[config.mk]
export PLATFORM = sky130hd
export DESIGN_NAME = wrea_queue
export DESIGN_NICKNAME = d
export VERILOG_FILES = /design/src/rtl/wrea_pkg.sv /design/src/rtl/wrea_queue.sv
export SDC_FILE = /design/constraint.sdc
export NUM_CORES = 1
export LEC_CHECK = 0
export ABC_AREA = 1
export BUFFER_PORTS_ARGS = -buffer_cell sky130_fd_sc_hd__buf_2
export CAP_MARGIN = 10
export CORE_ASPECT_RATIO = 0.7
export CORE_MARGIN = 2
export CORE_UTILIZATION = 45
export DETAILED_ROUTE_END_ITERATION = 10
export MAX_ROUTING_LAYER = met4
export SLEW_MARGIN = 40
export SYNTH_ARGS = -nofsm -noshare
export SYNTH_HDL_FRONTEND = slang
export SYNTH_SLANG_ARGS = --single-unit
export TNS_END_PERCENT = 5
[constraint.sdc]
create_clock -name clk -period 8.5 [get_ports clk]
set_input_delay 1.275 -clock clk [delete_from_list [all_inputs] [get_ports clk]]
set_output_delay 1.275 -clock clk [all_outputs]
set_load 0.02 [all_outputs]
[src/rtl/wrea_pkg.sv]
// Package for the weighted residual energy accumulator.
// Payload structs, queue entry type and datapath widths. No dependencies.
`timescale 1ns / 1ps

package wrea_pkg;

  localparam int unsigned FIELD_W      = 16;
  localparam int unsigned GAIN_W       = 2 * FIELD_W;
  localparam int unsigned PROD_W       = GAIN_W + FIELD_W;
  localparam int unsigned PRIOR_SHIFT  = 26;
  localparam int unsigned SP_W         = PROD_W - PRIOR_SHIFT;
  localparam int unsigned RES_W        = SP_W + 1;
  localparam int unsigned SQ_W         = 2 * RES_W;
  localparam int unsigned WPROD_W      = SQ_W + FIELD_W;
  localparam int unsigned TERM_W       = WPROD_W - FIELD_W;
  localparam int unsigned SUM_W        = 63;
  localparam int unsigned FRONT_STAGES = 4;
  localparam int unsigned OCC_W        = $clog2(FRONT_STAGES + 1);
  localparam int unsigned QUEUE_DEPTH_DEF = 8;

  localparam logic signed [FIELD_W-1:0] DIST_SCALE_RST = 16'sd4096;

  typedef struct packed {
    logic signed [FIELD_W-1:0] data_imag;
    logic signed [FIELD_W-1:0] data_real;
    logic signed [FIELD_W-1:0] prior_imag;
    logic signed [FIELD_W-1:0] prior_real;
    logic signed [FIELD_W-1:0] transfer_weight;
    logic        [FIELD_W-1:0] inverse_variance;
    logic                      last_element;
  } in_item_t;

  typedef struct packed {
    logic [SUM_W-1:0] weighted_sum;
    logic             saturated;
  } out_item_t;

  typedef struct packed {
    logic [TERM_W-1:0] term;
    logic              last;
  } q_entry_t;

endpackage

[src/rtl/wrea_queue.sv]
// Short queue of computed terms between front and back.
// Register array with head read; no overflow guard, the top holds credits. Uses wrea_pkg.
`timescale 1ns / 1ps

module wrea_queue #(
  parameter int unsigned DEPTH = wrea_pkg::QUEUE_DEPTH_DEF
) (
  input  logic                           clk,
  input  logic                           rst_n,
  input  logic                           push,
  input  wrea_pkg::q_entry_t             push_data,
  input  logic                           pop,
  output logic                           not_empty,
  output wrea_pkg::q_entry_t             head,
  output logic [$clog2(DEPTH+1)-1:0]     count
);
  import wrea_pkg::*;

  localparam int unsigned PTR_W = $clog2(DEPTH);
  localparam int unsigned CNT_W = $clog2(DEPTH + 1);

  q_entry_t             mem [DEPTH];
  logic [PTR_W-1:0]     wr_ptr_r, rd_ptr_r;
  logic [CNT_W-1:0]     count_r;

  always_ff @(posedge clk) begin
    if (push) begin
      mem[wr_ptr_r] <= push_data;
    end
  end

  always_ff @(posedge clk) begin
    if (!rst_n) begin
      wr_ptr_r <= '0;
      rd_ptr_r <= '0;
      count_r  <= '0;
    end else begin
      if (push) begin
        wr_ptr_r <= (wr_ptr_r == PTR_W'(DEPTH - 1)) ? '0 : wr_ptr_r + 1'b1;
      end
      if (pop) begin
        rd_ptr_r <= (rd_ptr_r == PTR_W'(DEPTH - 1)) ? '0 : rd_ptr_r + 1'b1;
      end
      count_r <= count_r + CNT_W'(push) - CNT_W'(pop);
    end
  end

  assign head      = mem[rd_ptr_r];
  assign not_empty = (count_r != '0);
  assign count     = count_r;

endmodule

Word level (Yosys, flattened, before mapping)
Memories as Yosys holds them, arrays and structs flattened. A register that Yosys moved wholly into a read port is not among the register bits.
Index checks and enable logic that the tools add are counted.

cells by class
  multiplexer cells = 6
  $add $sub $neg = 4
  eq/ne operators = 2
  reductions and logical operators = 1

operators with widths
  cell                                                           count
  3-bit 2-to-1 mux                                               4
  3-bit by 1-bit adder with 3-bit output, second input constant  2
  3-bit == test, second input constant                           2
  4-bit by 1-bit adder with 4-bit output                         1
  4-bit nonzero test                                             1
  4-bit by 1-bit subtractor with 4-bit output                    1
  1-bit 2-to-1 mux                                               2

storage, ports and cells
  output and inout bits = 52
  word-level logic and storage cells = 17
  RAM bits = 376
  input bits = 51
  memories kept = 1
  register bits = 10

memory list
  name  depth  bits a word  read ports  clocked after memory_dff  write ports  line              RTL
  mem   8      47           1           1                         1            wrea_queue.sv:22  q_entry_t mem [DEPTH];

Depth between registers and ports, before layout
  word-level depth = 4
  depth in mapped cells = 9

Worst setup path after synthesis
Ideal clock, no wire load.

  kind = input port to flip-flop
  start = input port push
  end = memory mem[1][0] (netlist name) (enable)
  cell stages on the path = 2
  path buffers = 0
  path slack = 4.672 ns
  data arrival time = 3.376 ns
  cells stage by stage = nand2_1 -> nor2_1

on the way
  cells in the longest elaborated chain, start to end = 2

RTL lines
  element                                 line              RTL
  from (decl)                             wrea_queue.sv:10  input logic push,
  1-bit 2-to-1 mux                        wrea_queue.sv:27  if (push) begin
  1-bit 2-to-1 mux (implied by the code)  wrea_queue.sv:28  mem[wr_ptr_r] <= push_data;
  to (decl)                               wrea_queue.sv:22

Every way passes these cells.

==> impl_metrics.env <==
export IMPL_status="finished clean"
export IMPL_num_rows=59
export IMPL_synth_seq_cells=389
export IMPL_multi_input_area_um2=3620
export IMPL_ys_flop_type="edfxtp_1"
export IMPL_hold_viol_final=0
export IMPL_max_slew_margin=0.450
export IMPL_worst_slew_pin_slew_ns=0.826
export IMPL_synth_adder_area_share=0.00780
export IMPL_vias=10800
export IMPL_drtPass1Iterations=5
export IMPL_fin_setup_tns_ns=0
export IMPL_maxCapViolations=0
export IMPL_setup_violations=0
export IMPL_fmax_mhz=236
export IMPL_cts_tree="yes"
export IMPL_endpoint_kind="output port"
export IMPL_gr_usage_all_layers=0.195
export IMPL_syn_area_per_cell_um2=9.96
export IMPL_post_place_ws_ns=4.80
export IMPL_register_area_um2=11600
export IMPL_post_cts_buffers=0
export IMPL_synth_mux_area_frac=0
export IMPL_nets=1859
export IMPL_period_needed_ns=4.24
export IMPL_wl_um=36300
export IMPL_grt_pass1_vias=10400
export IMPL_yosysSeqAreaShare=0.679
export IMPL_power_density_nw_per_um2=222
export IMPL_portBuffers=102
export IMPL_drive_gt1_frac=0.0997
export IMPL_netlist_area_um2=17000
export IMPL_reg2regPathDepth=4
export IMPL_clock_sinks=389
export IMPL_hp_class="reg -> reg"
export IMPL_clk_pin_slew_ns=0.06
export IMPL_place_congestion=0.744
export IMPL_initial_core_util=0.457
export IMPL_antenna_found_initial=5
export IMPL_hold_depth=2
export IMPL_initialDrtViolationCount=721
export IMPL_cts_buffer_depth=3
export IMPL_setup_ws_ns=4.26
export IMPL_core_area_um2=37200
export IMPL_syn_inst=1709
export IMPL_start_kind="flop"
export IMPL_required_ns=7.22
export IMPL_leakage_uw=0.00882
export IMPL_rsz0062_at_grt="no"
export IMPL_synthesis_nets=1770
export IMPL_post_synth_top_count_cell="nand2_1"
export IMPL_synth_edf_count=376
export IMPL_avgViaCountPerCell=4.64
export IMPL_ys_types=21
export IMPL_syn2layout_area_growth_pct=12.6
export IMPL_die_h_um=167
export IMPL_path_class="reg -> out"
export IMPL_critPathSlowestCell="clkbuf_8"
export IMPL_io_pins=103
export IMPL_cp_cell_sequence="inv_6, clkbuf_8, nand2_1, nand3_1, nand2_1, nand2_1, nand2_1, buf_2"
export IMPL_yosysTopAreaCell="edfxtp_1"
export IMPL_cts_made_buffers=39
export IMPL_period_share=0.499
export IMPL_post_dp_hpwl_um=18500
export IMPL_finish_utilization=0.515
export IMPL_wl_per_cell_um=15.7
export IMPL_critical_path_peak_fanout=106
export IMPL_critPathArrivalTime_ns=2.97
export IMPL_ctsHoldBuffers=0
export IMPL_placed_cell_area_um2=18000
export IMPL_fp_dieW_um=236
export IMPL_insertion_delay_ns=0.54
export IMPL_drv_slew=0
export IMPL_synth_simple_gate_area_frac=0.198
export IMPL_yosys_area_top_type_share=0.664
export IMPL_final_area_um2=19200
export IMPL_cts_htree_levels=2
export IMPL_synthTopCellsByArea="edfxtp_1, nand2_1, inv_1"
export IMPL_dieArea_um2=39400
export IMPL_ir_worst_vdd_mv=0.123
export IMPL_fillers=3375
export IMPL_ys_top_cells_by_count="nand2_1, inv_1, edfxtp_1"
export IMPL_cts_resized=0
export IMPL_grt_pass1_wl_um=57800
export IMPL_grt_ovfl_total=0
export IMPL_synth_compound_area_share=0.00279
export IMPL_synth_top_family_by_area="simple AND/OR/NAND/NOR gates"
export IMPL_synth_xor_area_frac=0.000515
export IMPL_ant_nets=0
export IMPL_synthArstFlopShare=0
export IMPL_yosysWarnings=0
export IMPL_grt_max_degree=107
export IMPL_cts_root_buffer="clkbuf_16"
export IMPL_clock_skew_ns=0.0198
export IMPL_cp_common_cell="nand2_1"
export IMPL_remaining_drc_errors=0
export IMPL_max_stage_delay_ns=0.66
export IMPL_finalPower_uw=4260
cells in the final DEF, fill, tap and decap left out, drive strengths merged:
cell / Yosys / routed
nand3: 191 / 191
nand2: 627 / 627
or2: 1 / 1
edfxtp: 376 / 376
clkbuf: 10 / 54
inv: 395 / 394
o21a: 1 / 1
buf: 62 / 119
nor2: 14 / 14
fa: 1 / 1
o21ai: 2 / 2
diode: 0 / 5
a21oi: 6 / 6
dfxtp: 13 / 13
bufinv: 0 / 1
clkinv: 0 / 15
xnor2: 1 / 1
clkinvlp: 0 / 1
ha: 9 / 9
state kept, by name (all words and copies together), names as in the netlist, named ones only:
name,flops
mem,376
count,4
rd_ptr_r,3
wr_ptr_r,3
report_power, final:
| part | internal (uW) | leakage [uW] | total, uW | switching [uW] |
|---|---|---|---|---|
| clock | 910 | 0.000565 | 1600 | 691 |
| combinational | 141 | 0.00473 | 473 | 333 |
| sequential | 2160 | 0.00352 | 2180 | 20.4 |
worst max-delay path, delay by kind of cell (launching register included):
family                 cells  cell delay, ns
DFF                        1            0.48
and+or+nand+nor            5            0.45
buffers and inverters      3            1.37
metal layers:
metal,track usage,up-vias,part of all wire
met4,0.0542,0,0.021
met2,0.310,232,0.46
li1,-,5492,-
met1,0.258,4988,0.47
met3,0.0338,54,0.050
met5,-,-,0
per-stage QoR:
| step | instances | hold slack [ns] |
|---|---|---|
| finish | 2319 | 0.490 |
| global route | 2318 | 0.534 |
| CTS | 2314 | 0.500 |
| detailed placement | 2245 | 0.489 |
| global placement | 2242 | 0.472 |
| floorplan | 1709 | 0.459 |
path summary, 6_finish.rpt:
kind | startpoint | endpoint | slack, ns
max reg2reg | wr_ptr_r[0] | mem[0][12] | 6.22
max | flop | head[19] | 4.26
min | rd_ptr_r[1] | flop | 0.49
min reg2reg | rd_ptr_r[1] | flop | 0.49
area by class of cell:
| type | instances | share of cell area |
|---|---|---|
| diodes | 5 | 0.000653 |
| clock buffers | 53 | 0.0559 |
| clock inverters | 16 | 0.00496 |
| inverters | 395 | 0.0777 |
| multi-input cells | 853 | 0.189 |
| flip-flops and latches | 389 | 0.603 |
| well taps | 488 | 0.0319 |
| repair buffers | 120 | 0.0369 |
logic make-up after synthesis:
group	after synthesis
simple gates	833
xor+xnor	1
buf+inv	467
compound gates	9
flops	389
fa+ha+maj	10
Power figures use the tool's default switching activity.
