--- src/rtl/wrea_pkg.sv ---
// Package for the weighted residual energy accumulator.
// Payload structs, queue entry type and datapath widths. No dependencies.
`timescale 1ns / 1ps

package wrea_pkg;

  localparam int unsigned FIELD_W      = 16;
  localparam int unsigned GAIN_W       = 2 * FIELD_W;
  localparam int unsigned PROD_W       = GAIN_W + FIELD_W;
  localparam int unsigned PRIOR_SHIFT  = 26;
  localparam int unsigned SP_W         = PROD_W - PRIOR_SHIFT;
  localparam int unsigned RES_W        = SP_W + 1;
  localparam int unsigned SQ_W         = 2 * RES_W;
  localparam int unsigned WPROD_W      = SQ_W + FIELD_W;
  localparam int unsigned TERM_W       = WPROD_W - FIELD_W;
  localparam int unsigned SUM_W        = 63;
  localparam int unsigned FRONT_STAGES = 4;
  localparam int unsigned OCC_W        = $clog2(FRONT_STAGES + 1);
  localparam int unsigned QUEUE_DEPTH_DEF = 8;

  localparam logic signed [FIELD_W-1:0] DIST_SCALE_RST = 16'sd4096;

  typedef struct packed {
    logic signed [FIELD_W-1:0] data_imag;
    logic signed [FIELD_W-1:0] data_real;
    logic signed [FIELD_W-1:0] prior_imag;
    logic signed [FIELD_W-1:0] prior_real;
    logic signed [FIELD_W-1:0] transfer_weight;
    logic        [FIELD_W-1:0] inverse_variance;
    logic                      last_element;
  } in_item_t;

  typedef struct packed {
    logic [SUM_W-1:0] weighted_sum;
    logic             saturated;
  } out_item_t;

  typedef struct packed {
    logic [TERM_W-1:0] term;
    logic              last;
  } q_entry_t;

endpackage

--- src/rtl/wrea_back.sv ---
// Back end: saturating 63-bit accumulation of queued terms and result register.
// Emits the sum and clip flag on a last term, then clears. Uses wrea_pkg.
`timescale 1ns / 1ps

module wrea_back (
  input  logic               clk,
  input  logic               rst_n,
  input  logic               not_empty,
  input  wrea_pkg::q_entry_t head,
  output logic               pop,
  output logic               out_valid,
  input  logic               out_ready,
  output wrea_pkg::out_item_t out_data
);
  import wrea_pkg::*;

  logic [SUM_W-1:0] sum_r, sum_nxt;
  logic             sat_r, sat_nxt;
  logic             out_valid_r, out_valid_nxt;
  out_item_t        out_data_r, out_data_nxt;
  logic [SUM_W:0]   add;
  logic [SUM_W-1:0] acc;
  logic             clip;

  assign pop  = not_empty && (!head.last || !out_valid_r || out_ready);
  assign add  = {1'b0, sum_r} + (SUM_W+1)'(head.term);
  assign clip = add[SUM_W];
  assign acc  = clip ? '1 : add[SUM_W-1:0];

  always_comb begin
    sum_nxt       = sum_r;
    sat_nxt       = sat_r;
    out_data_nxt  = out_data_r;
    out_valid_nxt = out_valid_r && !out_ready;
    if (pop) begin
      if (head.last) begin
        out_data_nxt.weighted_sum = acc;
        out_data_nxt.saturated    = sat_r || clip;
        out_valid_nxt             = 1'b1;
        sum_nxt                   = '0;
        sat_nxt                   = 1'b0;
      end else begin
        sum_nxt = acc;
        sat_nxt = sat_r || clip;
      end
    end
  end

  always_ff @(posedge clk) begin
    if (!rst_n) begin
      sum_r       <= '0;
      sat_r       <= 1'b0;
      out_valid_r <= 1'b0;
    end else begin
      sum_r       <= sum_nxt;
      sat_r       <= sat_nxt;
      out_valid_r <= out_valid_nxt;
    end
  end

  always_ff @(posedge clk) begin
    out_data_r <= out_data_nxt;
  end

  assign out_valid = out_valid_r;
  assign out_data  = out_data_r;

endmodule

--- config.mk ---
export PLATFORM = sky130hd
export DESIGN_NAME = wrea_back
export DESIGN_NICKNAME = d
export VERILOG_FILES = /design/src/rtl/wrea_pkg.sv /design/src/rtl/wrea_back.sv
export SDC_FILE = /design/constraint.sdc
export NUM_CORES = 1
export LEC_CHECK = 0
export BUFFER_PORTS_ARGS = -buffer_cell sky130_fd_sc_hd__buf_2
export CAP_MARGIN = 20
export CORE_UTILIZATION = 35
export CTS_BUF_LIST = sky130_fd_sc_hd__clkbuf_8
export CTS_CLUSTER_SIZE = 16
export DETAILED_ROUTE_END_ITERATION = 12
export GPL_ROUTABILITY_DRIVEN = 0
export GPL_TIMING_DRIVEN = 0
export PLACE_DENSITY_LB_ADDON = 0.12
export SYNTH_ARGS = -nofsm -noshare
export SYNTH_HDL_FRONTEND = slang
export SYNTH_SLANG_ARGS = --single-unit
--- constraint.sdc ---
create_clock -name clk -period 7.4 [get_ports clk]
set_input_delay 0.74 -clock clk [delete_from_list [all_inputs] [get_ports clk]]
set_output_delay 0.74 -clock clk [all_outputs]
set_load 0.05 [all_outputs]
== Word-level counts from Yosys, hierarchy flattened ==
Cells that the tools add are included.
Word-level totals
  input port bits: 51
  register bits after elaboration: 129
Operators by class
  mux-type cells: 5
  add/subtract/negate cells: 1
  reductions and logical operators: 9
Operator list (count)
  63-bit two-way mux: 2
  63-bit by 46-bit adder with 64-bit output: 1
  1-bit logical NOT: 3
  1-bit logical OR: 3
  1-bit two-way mux: 3
  1-bit logical AND: 2
  2-bit AND reduction: 1

== Longest topological paths before layout ==
Gate-level depths: netlist of the first run.
  word-level depth: 5
  depth in mapped cells: 14

== Worst setup path after synthesis of the first run ==
No wires, ideal clock.
  path type: input to register
  start point: input port head[1] (netlist bit)
  end point: register out_data_r (netlist bit out_data[53]) (data pin)
  setup slack: 3981 ps
  buffers on the path: 0
  required time: 7142 ps
  arrival: 3161 ps
  stages on the path: 12
  cell sequence: ha_1 > fa_1 > a21o_1 > and4_1 > o21ai_1 > o2111ai_1 > o21ai_1 > o311ai_2 > a21boi_1 > nor2_1 > xnor2_1 > nand2_1
On the way
  longest elaborated chain between the ends: 2
RTL lines
  start: declaration: line wrea_back.sv:9  | input wrea_pkg::q_entry_t head,
  63-bit by 46-bit adder with 64-bit output: line wrea_back.sv:26  | assign add = {1'b0, sum_r} + (SUM_W+1)'(head.term);
  63-bit two-way mux: line wrea_back.sv:28  | assign acc = clip ? '1 : add[SUM_W-1:0];
  via acc[52]: line wrea_back.sv:22  | logic [SUM_W-1:0] acc;
  end signal: assignment: line wrea_back.sv:62  | out_data_r <= out_data_nxt;
  end: declaration: line wrea_back.sv:20  | out_item_t out_data_r, out_data_nxt;
The timed path passes the listed nets, and every way through them passes these cells.
A chain may end at the register's enable or synchronous reset.

== Worst setup path in the final report of the first run ==
  start point: input port head[1] (netlist bit)
  end point: register out_data_r (netlist bit out_data[57]) (data pin)
The elaborated chain is that of the path after synthesis.

==> reports/results.txt, run 1 <==
Number of buffers inserted during clock tree synthesis: 17
Fin Clk Skew: 12.3 ps
Worst setup slack after layout: 3510 ps
Core ar.: 21800 um2
Total Routed Length: 21900 um
Lkg Pwr: 3.96 nW
Antenna violations before repair: 0
First-pass GRT wire length: 34800 um
Count of synthesis-stage warnings from yosys: 0
Largest net degree at the start of global routing: 39
Clock Sink Count: 129
Synth unique cells: 75
Via count of the first global-routing pass: 6566
Master cell of the clock root buffer: clkbuf_8
Area fraction in compound gates after synthesis: 23.3%
Synthesized area per cell: 9.31 um2
Post-synthesis share of cell area spent on and, or, nand and nor gates: 17.0%
Row Count: 54
Worst vdd rail ir drop: 0.0000915 V
Per-cell routed wire length: 17.4 um
Die area: 22800 um2
Estimated wirelength of the detail-placed design: 16500 um
Worst hold path class: flop to flop
Port buffer count: 115
Worst-case headroom to the max-slew limit: 45.8%
#FFs+latches synth: 129
Kind of critical path: primary input to flop
Sum of negative setup slack: 0 ps
Result of the run: completed
Clk Latency, worst-skew pair: 460 ps
Worst Tran Pin Value: 811 ps
Max-slew violation total from the final report: 0
Share of the cycle needed by the critical path after routing: 52.5%
Post-cts resize count: 0
Post-detailed-route count of antenna-violating nets: 0
X dimension of the die: 151 um
Number of design-rule violations left by the first detailed-router iteration: 317
Max Cap Violations: 0
Number of instances in the placed design: 1230
Proportion of synthesized area in mux cells: 0.419%
Count of final hold-check violations: 0
Setup violations, final: 0
Sequential fraction of the synthesis area: 41.5%
Most used DFF post-synth: dfxtp_1
Largest family of logic cells by synthesized area: compound AO/OA/AOI/OAI gates
Final critical path time including I/O delays and setup: 3890 ps
Fraction of layout cells with a size suffix above 1: 20.3%
Total routing usage reported by global routing: 20.0%
Cts hold-fix bufs: 0
Power density over cell area: 213 nW/um2
Clock slew at the register clock pins of the worst setup and hold paths: 80 ps
Async SR Flop Fraction: 0%
Post-CTS Setup Repair Bufs: 0
Startpoint type of the worst setup path: primary input
Cell count after synthesis: 834
Detailed-router iteration count before antenna repair: 5
Post-Synth Adder-Cell Area: 7.67%
TritonCTS clock tree: done
Remaining global-route overflow: 0
RSZ-0062 raised after global routing: no
Number of design rule violations left after detail routing: 0
Avg Vias per Cell: 5.27
Number of antenna repair diodes: 0
Htree depth: 4
Critical path peak fanout: 9
Via Count: 6645
Area growth from synthesis to final layout: 18.2%
Number of synthesized flops with an enable pin: 64
Ports placed on the boundary: 117
Endpoint required time on the critical path: 7610 ps
Number of nets produced by synthesis: 932
Place WS: 3050 ps
XOR/XNOR Fraction of Synth Area: 5.98%
Initial Util: 35.6%
Maximum frequency from static timing analysis: 257 MHz
Post-route non-filler standard cell count: 1262
Kind of end point of the critical path: flop
Synthesized area: 7770 um2
Number of nets in the layout: 1067
Number of fillers in the final layout: 2236
Critical path data arrival time: 4090 ps
Deepest clock path buffer count: 2
Chip Height: 151 um
-- placed cells by master (no fill, tap or decap), types with 25 or more instances in the layout --
| cell type | count |
|---|---|
| a21o_1 | 31 |
| a22o_1 | 28 |
| ha_1 | 46 |
| nor2_1 | 34 |
| nand2_1 | 120 |
| buf_2 | 134 |
| nor2b_1 | 27 |
| clkbuf_1 | 25 |
| o21ai_0 | 45 |
| dfxtp_1 | 65 |
| xnor2_1 | 32 |
| a21oi_1 | 57 |
| edfxtp_1 | 64 |
-- critical path: stages --
cell       delay, ps
buf_2            100
ha_1             210
fa_1             420
a21o_1           210
and4_1           230
o21ai_1          390
o2111ai_1        240
o21ai_1          360
o311ai_2         190
a21boi_1         610
o21ai_0          140
o21ai_0          160
nand2_1           90
-- per-layer routing --
metal / vias to the layer above / GRT usage, % / wire length, um
met5: - / 0 / 0
met2: 142 / 32.3 / 10100
met4: 0 / 6.30 / 368
met1: 3137 / 27.2 / 10600
li1: 3336 / - / -
met3: 30 / 3.37 / 901
-- power breakdown --
group	total [mW]	switching, mW	internal [mW]
clock	0.717	0.311	0.405
sequential	0.814	0.0148	0.799
combinational	0.424	0.286	0.139
-- worst paths after layout --
kind,startpoint,endpoint,slack (ps),depth (start not counted)
max,head[1],out_data[57]$_DFFE_PP_,3510,13
min,sat_r$_SDFFE_PN0P_,sat_r$_SDFFE_PN0P_,460,1
max reg2reg,sum_r[0]$_SDFFE_PN0P_,out_data[57]$_DFFE_PP_,3590,12
min reg2reg,sat_r$_SDFFE_PN0P_,sat_r$_SDFFE_PN0P_,460,1
-- per-stage QoR --
step / util, % / power (mW) / area (um2) / hold slack [ps]
2_1_floorplan: - / 1.15 / 7770 / 428
3_3_place_gp: 39.8 / 1.25 / 8690 / 447
3_5_place_dp: 39.9 / 1.25 / 8720 / 444
4_1_cts: 42.1 / 1.97 / 9180 / 466
5_1_grt: 42.1 / 2.05 / 9180 / 500
6_report: 42.1 / 1.95 / 9180 / 461
-- registers in the layout (all words and copies together) (netlist names) --
name       cells
sat_r          1
out_valid      1
sum_r         63
out_data      64
-- cells by family (layout without fill, tap and decap cells) --
family | count (synthesis) | in the layout
flops | 129 | 129
buf+inv | 70 | 218
mux | 3 | 3
simple gates | 268 | 268
compound gates | 264 | 264
fa+ha+maj | 47 | 47
xor+xnor | 53 | 53
-- synth_stat cells, drive strengths merged (3+ instances only) --
cell type | count | area [um2]
nand2 | 120 | 450
dfxtp | 65 | 1300
edfxtp | 64 | 1920
a21oi | 59 | 303
o21ai | 54 | 278
ha | 46 | 576
nor2 | 34 | 128
xnor2 | 32 | 280
a21o | 31 | 233
a22o | 28 | 245
buf | 28 | 166
clkbuf | 27 | 104
nor2b | 27 | 169
a22oi | 21 | 158
xor2 | 21 | 184
nand4 | 19 | 140
inv | 15 | 56.3
a31oi | 14 | 93.8
nor3 | 14 | 75.1
nand3 | 13 | 75.1
nand2b | 10 | 62.6
and3 | 9 | 56.3
o21a | 8 | 60.1
o21bai | 8 | 60.1
o31ai | 6 | 45.0
and2 | 5 | 31.3
a21boi | 4 | 30.0
or3 | 4 | 30.0
a211oi | 3 | 22.5
nor4 | 3 | 18.8
o211ai | 3 | 22.5
or2 | 3 | 18.8
-- cell type report --
class                   count  area (um2)  share of cell area, %
inverters                  15        56.3                  0.613
well taps                 280         350                   3.82
clock buffers              21         289                   3.15
plain buffers              55         270                   2.94
clock inverters            11         175                   1.91
repair buffers            116         596                   6.49
multi-input cells         635        4220                   46.0
flip-flops and latches    129        3220                   35.1
Note: power is estimated with default switching activity, not from simulation.
==> run 2: changes to the inputs <==
ABC_AREA = 1   (was default)
clock period = 4 ns   (was 7.4 ns; I/O delays follow)
==> reports/results.txt, run 2 <==
Result of the run: completed
Total routing usage reported by global routing: 21.9% (+1.8 points)
Number of nets produced by synthesis: 1644 (+76%)
Number of flip-flops under the largest register name: 64 (unchanged)
Synthesized area per cell: 6.33 um2 (-32%)
Count of final hold-check violations: 0 (unchanged)
Cell with the biggest individual delay on the critical path: fa_1
Cell mode on critical path: nand2_1
Critical path data arrival time: 3160 ps (-930 ps)
Number of fillers in the final layout: 2995 (+34%)
Per-cell routed wire length: 14.8 um (-15%)
Setup violations, final: 0 (unchanged)
Max Cap Violations: 0 (unchanged)
Number of design-rule violations left by the first detailed-router iteration: 660 (+110%)
Kind of critical path: flop to flop
Number of nets in the layout: 1781 (+67%)
Largest net degree at the start of global routing: 35 (-10%)
Share of the cycle needed by the critical path after routing: 70.4%
Port buffer count: 116 (+0.87%)
X dimension of the die: 169 um (+12%)
RSZ-0062 raised after global routing: no
Kind of end point of the critical path: flop
Global routing met1 resource utilization: 31.2% (+4.0 points)
Ports placed on the boundary: 117 (unchanged)
Lkg Pwr: 6.05 nW (+53%)
Synthesized area: 9790 um2 (+26%)
Post-detailed-route count of antenna-violating nets: 0 (unchanged)
Worst Tran Pin Value: 991 ps (+180 ps)
Cts hold-fix bufs: 0 (unchanged)
Final Cell Area: 11300 um2 (+23%)
Chip Height: 169 um (+12%)
Power density over cell area: 317 nW/um2 (+49%)
Initial Util: 36.0% (+0.42 points)
Number of synthesized flops with an enable pin: 64 (unchanged)
Sequential fraction of the synthesis area: 32.9% (-8.6 points)
Endpoint required time on the critical path: 4340 ps (-3270 ps)
Dominant cells by area after synthesis: nand2_1 (24%), edfxtp_1 (20%), dfxtp_1 (13%)
Cell with the most instances after synthesis: nand2_1
Post-cts resize count: 0 (unchanged)
First-pass GRT wire length: 47300 um (+36%)
Max-slew violation total from the final report: 0 (unchanged)
Critical path peak fanout: 3 (-6)
Estimated wirelength of the detail-placed design: 25300 um (+53%)
Startpoint type of the worst setup path: flop
Ordered cell list for the critical path: ha_1 > fa_1 > nand3_1 > nand3_1 > nand2_1 > nand2_1 > nand2_1 > nand3_1 > nand2_1 > nand3_1 > nand2_1 > nand3_1 > nand2_1 > a21oi_1
Overall power consumption: 3.57 mW (+83%)
Clock slew at the register clock pins of the worst setup and hold paths: 100 ps (+20 ps)
Post-synth top area cell: nand2_1
Met3 routing resource usage after global routing: 2.66% (-0.71 points)
Fin Clk Skew: 23.5 ps (+11.2 ps)
Cell count after synthesis: 1546 (+85%)
Deepest clock path buffer count: 2 (unchanged)
TritonCTS clock tree: done
Worst vdd rail ir drop: 0.000182 V (+99%)
Remaining global-route overflow: 0 (unchanged)
Detailed-router iteration count before antenna repair: 5 (unchanged)
Combinational fraction of design power: 24.6% (+2.9 points)
Master cell of the clock root buffer: clkbuf_8
Total cell area at the placement stage: 10900 um2 (+25%)
Most used DFF post-synth: dfxtp_1
Number of buffers inserted during clock tree synthesis: 17 (unchanged)
Maximum frequency from static timing analysis: 355 MHz
Number of antenna repair diodes: 0 (unchanged)
Total Routed Length: 30700 um (+40%)
Internal Pwr Total: 2.28 mW (+70%)
Htree depth: 4 (unchanged)
Core ar.: 27200 um2 (+25%)
Synth unique cells: 37 (-51%)
Avg Vias per Cell: 4.58 (-13%)
P_sw: 1.29 mW (+110%)
Sum of negative setup slack: 0 ps (unchanged)
Busiest layer in global routing: met2
Number of design rule violations left after detail routing: 0 (unchanged)
Hold_ws: 185 ps (-276 ps)
Commonest cells after routing, fill and taps aside: nand2_1 (632), inv_1 (303), buf_2 (117), nor2_1 (93), a21oi_1 (89)
Worst-case headroom to the max-slew limit: 33.9% (-12 points)
Slowest stage delay, CP: 410 ps (-200 ps)
Top cell type's share of synthesized area: 24.2% (-0.50 points)
Sequential power share: 42.0% (+0.4 points)
Antenna violations before repair: 0 (unchanged)
Top cells by instance count after synthesis: nand2_1 (632), inv_1 (304), nor2_1 (93)
Final critical path time including I/O delays and setup: 2820 ps
Via count of the first global-routing pass: 8532 (+30%)
Area growth from synthesis to final layout: 15.0%
Worst hold path class: primary input to flop
Switching share of total power: 36.1% (+4.8 points)
Met2 capacity usage during global routing: 34.5% (+2.2 points)
Fraction of layout cells with a size suffix above 1: 14.1% (-6.2 points)
Clock Sink Count: 129 (unchanged)
Die area: 28600 um2 (+26%)
Most common library cell in the layout ignoring fill and taps: nand2_1
Count of synthesis-stage warnings from yosys: 0 (unchanged)
Async SR Flop Fraction: 0% (unchanged)
Fraction of power consumed by the clock network: 33.4% (-3.3 points)
#FFs+latches synth: 129 (unchanged)
Row Count: 60 (+11%)
Clk Latency, worst-skew pair: 480 ps (+20 ps)
Post-CTS Setup Repair Bufs: 0 (unchanged)
Via Count: 9480 (+43%)
## run 2: power by group through the flow
stage | sequential, mW | combinational [mW] | clock [mW]
floorplan | 1.68 | 0.490 | 0
global placement | 1.53 | 0.874 | 0
detailed placement | 1.53 | 0.881 | 0
CTS | 1.50 | 0.884 | 1.21
global route | 1.51 | 0.977 | 1.27
finish | 1.50 | 0.880 | 1.19
## run 2: cells by family after synthesis
family                     after synthesis  synth area share [%]
AOI/OAI and AO/OA                      100                  5.31
xor gates and xnor gates                30                  2.69
adders and majority gates               47                  6.09
buffers and inverters                  340                  13.5
DFF                                    129                  32.9
and+or+nand+nor                        900                  39.5
## run 2: layout make-up
cell class | count | area (um2) | area share (%)
well taps | 372 | 465 | 4.14
clock buffers | 17 | 234 | 2.08
repair buffers | 118 | 608 | 5.40
inverters | 315 | 1180 | 10.5
multi-input cells | 1077 | 5240 | 46.6
clock inverters | 15 | 159 | 1.41
plain buffers | 25 | 140 | 1.25
flip-flops and latches | 129 | 3220 | 28.6
## run 2: path summary, 6_finish.rpt
kind	cells after the start	end	slack [ps]	startpoint
max	14	sum_r[56]$_SDFFE_PN0P_	1180	sum_r[0]$_SDFFE_PN0P_
min	3	out_valid$_SDFF_PN0_	190	rst_n
max reg2reg	14	sum_r[56]$_SDFFE_PN0P_	1180	sum_r[0]$_SDFFE_PN0P_
min reg2reg	2	sum_r[38]$_SDFFE_PN0P_	470	sum_r[38]$_SDFFE_PN0P_
## run 2: stage by stage
step / instances / worst slack (ps) / utilization, %
detailed placement: 2036 / 1080 / 40.0
floorplan: 1546 / 930 / -
global route: 2068 / 1060 / 41.4
finish: 2068 / 1180 / 41.4
CTS: 2068 / 1180 / 41.4
global placement: 2034 / 201 / 39.9
## run 2: critical path: cells and delay by family (launching register included)
family | cells | cell delay [ps]
simple gates | 11 | 1660
fa+ha+maj | 2 | 620
flops | 1 | 330
compound gates | 1 | 60
## run 2: layer usage
layer	wire length [um]	part of all wire [%]
met3	1600	5.2
met4	450	1.5
met5	0	0
met1	15100	49
met2	13500	44
==> run 3: changes to the inputs <==
ABC_AREA = 0   (was 1)
clock period = 2.8 ns   (was 4 ns; I/O delays follow)
==> reports/results.txt, run 3 (same netlist as run 1, synthesis figures left out) <==
Result of the run: finished with violations
Violations in the final reports: setup timing
Total routing usage reported by global routing: 21.6% (-0.24 points)
Antenna violations before repair: 0 (unchanged)
Deepest clock path buffer count: 2 (unchanged)
Clock slew at the register clock pins of the worst setup and hold paths: 80 ps (-20 ps)
Initial Util: 35.6% (-0.42 points)
Detailed-router iteration count before antenna repair: 4 (-1)
Critical path data arrival time: 3270 ps (+110 ps)
Register-to-Register Setup Slack: -270 ps (-1450 ps)
Power density over cell area: 456 nW/um2 (+44%)
Number of instances in the placed design: 1230 (-40%)
Total Routed Length: 24400 um (-20%)
First-pass GRT wire length: 37400 um (-21%)
Htree depth: 4 (unchanged)
Slowest stage delay, CP: 350 ps (-60 ps)
Kind of end point of the critical path: flop
Ports placed on the boundary: 117 (unchanged)
Clock Sink Count: 129 (unchanged)
Worst hold path startpoint: out_ready
P_sw: 1.79 mW (+39%)
Combinational fraction of design power: 29.0% (+4.4 points)
Endpoint of the worst hold-timing path: out_valid$_SDFF_PN0_
Share of the cycle needed by the critical path after routing: 110% (+39 points)
Via count of the first global-routing pass: 6922 (-19%)
Startpoint of the worst register-to-register path: sum_r[20]$_SDFFE_PN0P_
X dimension of the die: 151 um (-11%)
Cell with the biggest individual delay on the critical path: dfxtp_2
Sequential power share: 41.5% (-0.5 points)
Fraction of layout cells with a size suffix above 1: 46.3% (+32 points)
Worst setup slack after layout: -267 ps (-1450 ps)
TritonCTS clock tree: done
Remaining global-route overflow: 0 (unchanged)
Post-detailed-route count of antenna-violating nets: 0 (unchanged)
RSZ-0062 raised after global routing: yes
Largest net degree at the start of global routing: 63 (+80%)
Maximum frequency from static timing analysis: 326 MHz (-8.2%)
Hold path cells: 3 (unchanged)
Number of flip-flops under the largest register name: 64 (unchanged)
Sum of buffers and inverters on the critical path: 1 (+1)
Switching share of total power: 34.4% (-1.7 points)
Worst Tran Pin Value: 922 ps (-69.7 ps)
Most common library cell in the layout ignoring fill and taps: buf_2
Via Count: 7171 (-24%)
Chip Height: 151 um (-11%)
Cell mode on critical path: a21o_1
Multi-input gate area: 5610 um2 (+7.0%)
Post-route non-filler standard cell count: 1340 (-35%)
Final critical path time including I/O delays and setup: 3070 ps (+251 ps)
Area growth from synthesis to final layout: 46.9%
Overall power consumption: 5.20 mW (+46%)
Number of nets in the layout: 1145 (-36%)
Row Count: 54 (-10%)
Max Cap Violations: 0 (unchanged)
Number of design rule violations left after detail routing: 0 (unchanged)
Area taken by flip-flops and latches: 3250 um2 (+0.74%)
Startpoint type of the worst setup path: flop
Avg Vias per Cell: 5.35 (+17%)
Worst-case headroom to the max-slew limit: 38.5% (+4.6 points)
Core ar.: 21800 um2 (-20%)
Endpoint of the lowest-slack register-to-register path: out_data[56]$_DFFE_PP_
Lkg Pwr: 4.70 nW (-22%)
Number of fillers in the final layout: 2034 (-32%)
Critical path peak fanout: 5 (+2)
Kind of critical path: flop to flop
Estimated wirelength of the detail-placed design: 16500 um (-35%)
Number of cells on the worst reg-to-reg path: 11 (-3)
Place WS: -807 ps (-1890 ps)
Master cell of the clock root buffer: clkbuf_8
Setup violations, final: 122 (+122)
Commonest cells after routing, fill and taps aside: buf_2 (122), nand2_1 (65), edfxtp_1 (64), buf_4 (61), dfxtp_1 (48)
Worst hold path class: primary input to flop
Fin Clk Skew: 17.9 ps (-5.59 ps)
Count of final hold-check violations: 0 (unchanged)
Number of buffers inserted during clock tree synthesis: 17 (unchanged)
Max-slew violation total from the final report: 0 (unchanged)
Fraction of power consumed by the clock network: 29.5% (-3.9 points)
Cell family with the largest share of critical-path delay: compound AO/OA/AOI/OAI gates
Cts hold-fix bufs: 0 (unchanged)
Internal Pwr Total: 3.41 mW (+49%)
Number of design-rule violations left by the first detailed-router iteration: 407 (-38%)
Endpoint required time on the critical path: 3000 ps (-1340 ps)
Clk Latency, worst-skew pair: 460 ps (-20 ps)
Hold_ws: 161 ps (-24.4 ps)
Ordered cell list for the critical path: ha_4 > a21o_1 > a31oi_2 > o22ai_2 > or3_1 > o21a_2 > a21o_1 > a41o_1 > buf_6 > nand2_2 > mux2_4
Number of antenna repair diodes: 0 (unchanged)
Port buffer count: 115 (-0.86%)
Per-cell routed wire length: 18.2 um (+23%)
Worst vdd rail ir drop: 0.000245 V (+34%)
Die area: 22800 um2 (-20%)
==> run 3: cell types whose count changed in the layout (fill, tap and decap cells not counted), sizes merged, moves of 50 or more <==
cell,before,now
o21ai,4,54
nand2,663,120
inv,317,18
nand3,93,13
buf,125,227
nor2,103,34
==> run 3: how the worst max path moves through the flow <==
stage / start / endpoint / slack, ps / cells after the start
floorplan: sum_r[19]$_SDFFE_PN0P_ / out_data[61]$_DFFE_PP_ / -80 / 11
global placement: head[5] / out_data[59]$_DFFE_PP_ / -800 / 13
detailed placement: head[5] / out_data[59]$_DFFE_PP_ / -810 / 13
CTS: sum_r[15]$_SDFFE_PN0P_ / out_data[61]$_DFFE_PP_ / -280 / 11
global route: sum_r[20]$_SDFFE_PN0P_ / out_data[56]$_DFFE_PP_ / -380 / 11
finish: sum_r[20]$_SDFFE_PN0P_ / out_data[56]$_DFFE_PP_ / -270 / 11
==> run 3: timing repair <==
item                                    4_1_cts  5_1_grt
pin swaps                                    54       82
cloned                                        5        1
buffers inserted                             64       31
endpoints found under the setup margin      126      126
resized for setup                           248      150
==> run 3: area by class of cell <==
class                           instances  area share (%)
Clock buffer                           18            2.17
Sequential cell                       129            28.5
Clock inverter                         14            1.02
Multi-Input combinational cell        635            49.1
Buffer                                 38            2.12
Inverter                               15           0.493
Timing Repair Buffer                  211            13.5
Tap cell                              280            3.07
==> run 3: power groups by stage <==
stage / logic, mW / clock network [mW] / registers (mW)
global placement: 1.14 / 0 / 2.20
finish: 1.51 / 1.54 / 2.16
detailed placement: 1.14 / 0 / 2.19
global route: 1.62 / 1.63 / 2.17
floorplan: 0.639 / 0 / 2.41
CTS: 1.38 / 1.56 / 2.16
==> run 3: tightest hold or removal path, cell delays in order <==
cell	delay [ps]
buf_2	80
nor2b_1	40
o21a_1	170
==> run 3: per-layer routing <==
metal	global-route usage [%]	vias up	routed length, um
met5	0	-	0
met4	5.85	0	335
met3	3.49	26	1110
met2	34.2	175	11300
met1	30.3	3471	11600
li1	-	3499	-
==> run 3: metrics by stage <==
stage | instance area (um2) | utilization [%] | setup TNS, ps
final | 11400 | 52.3 | -14880
after detailed placement | 8810 | 40.4 | -67140
after CTS | 10800 | 49.6 | -18460
after global routing | 11400 | 52.3 | -26580
after global placement | 8770 | 40.2 | -99070
after floorplan | 7850 | - | -114
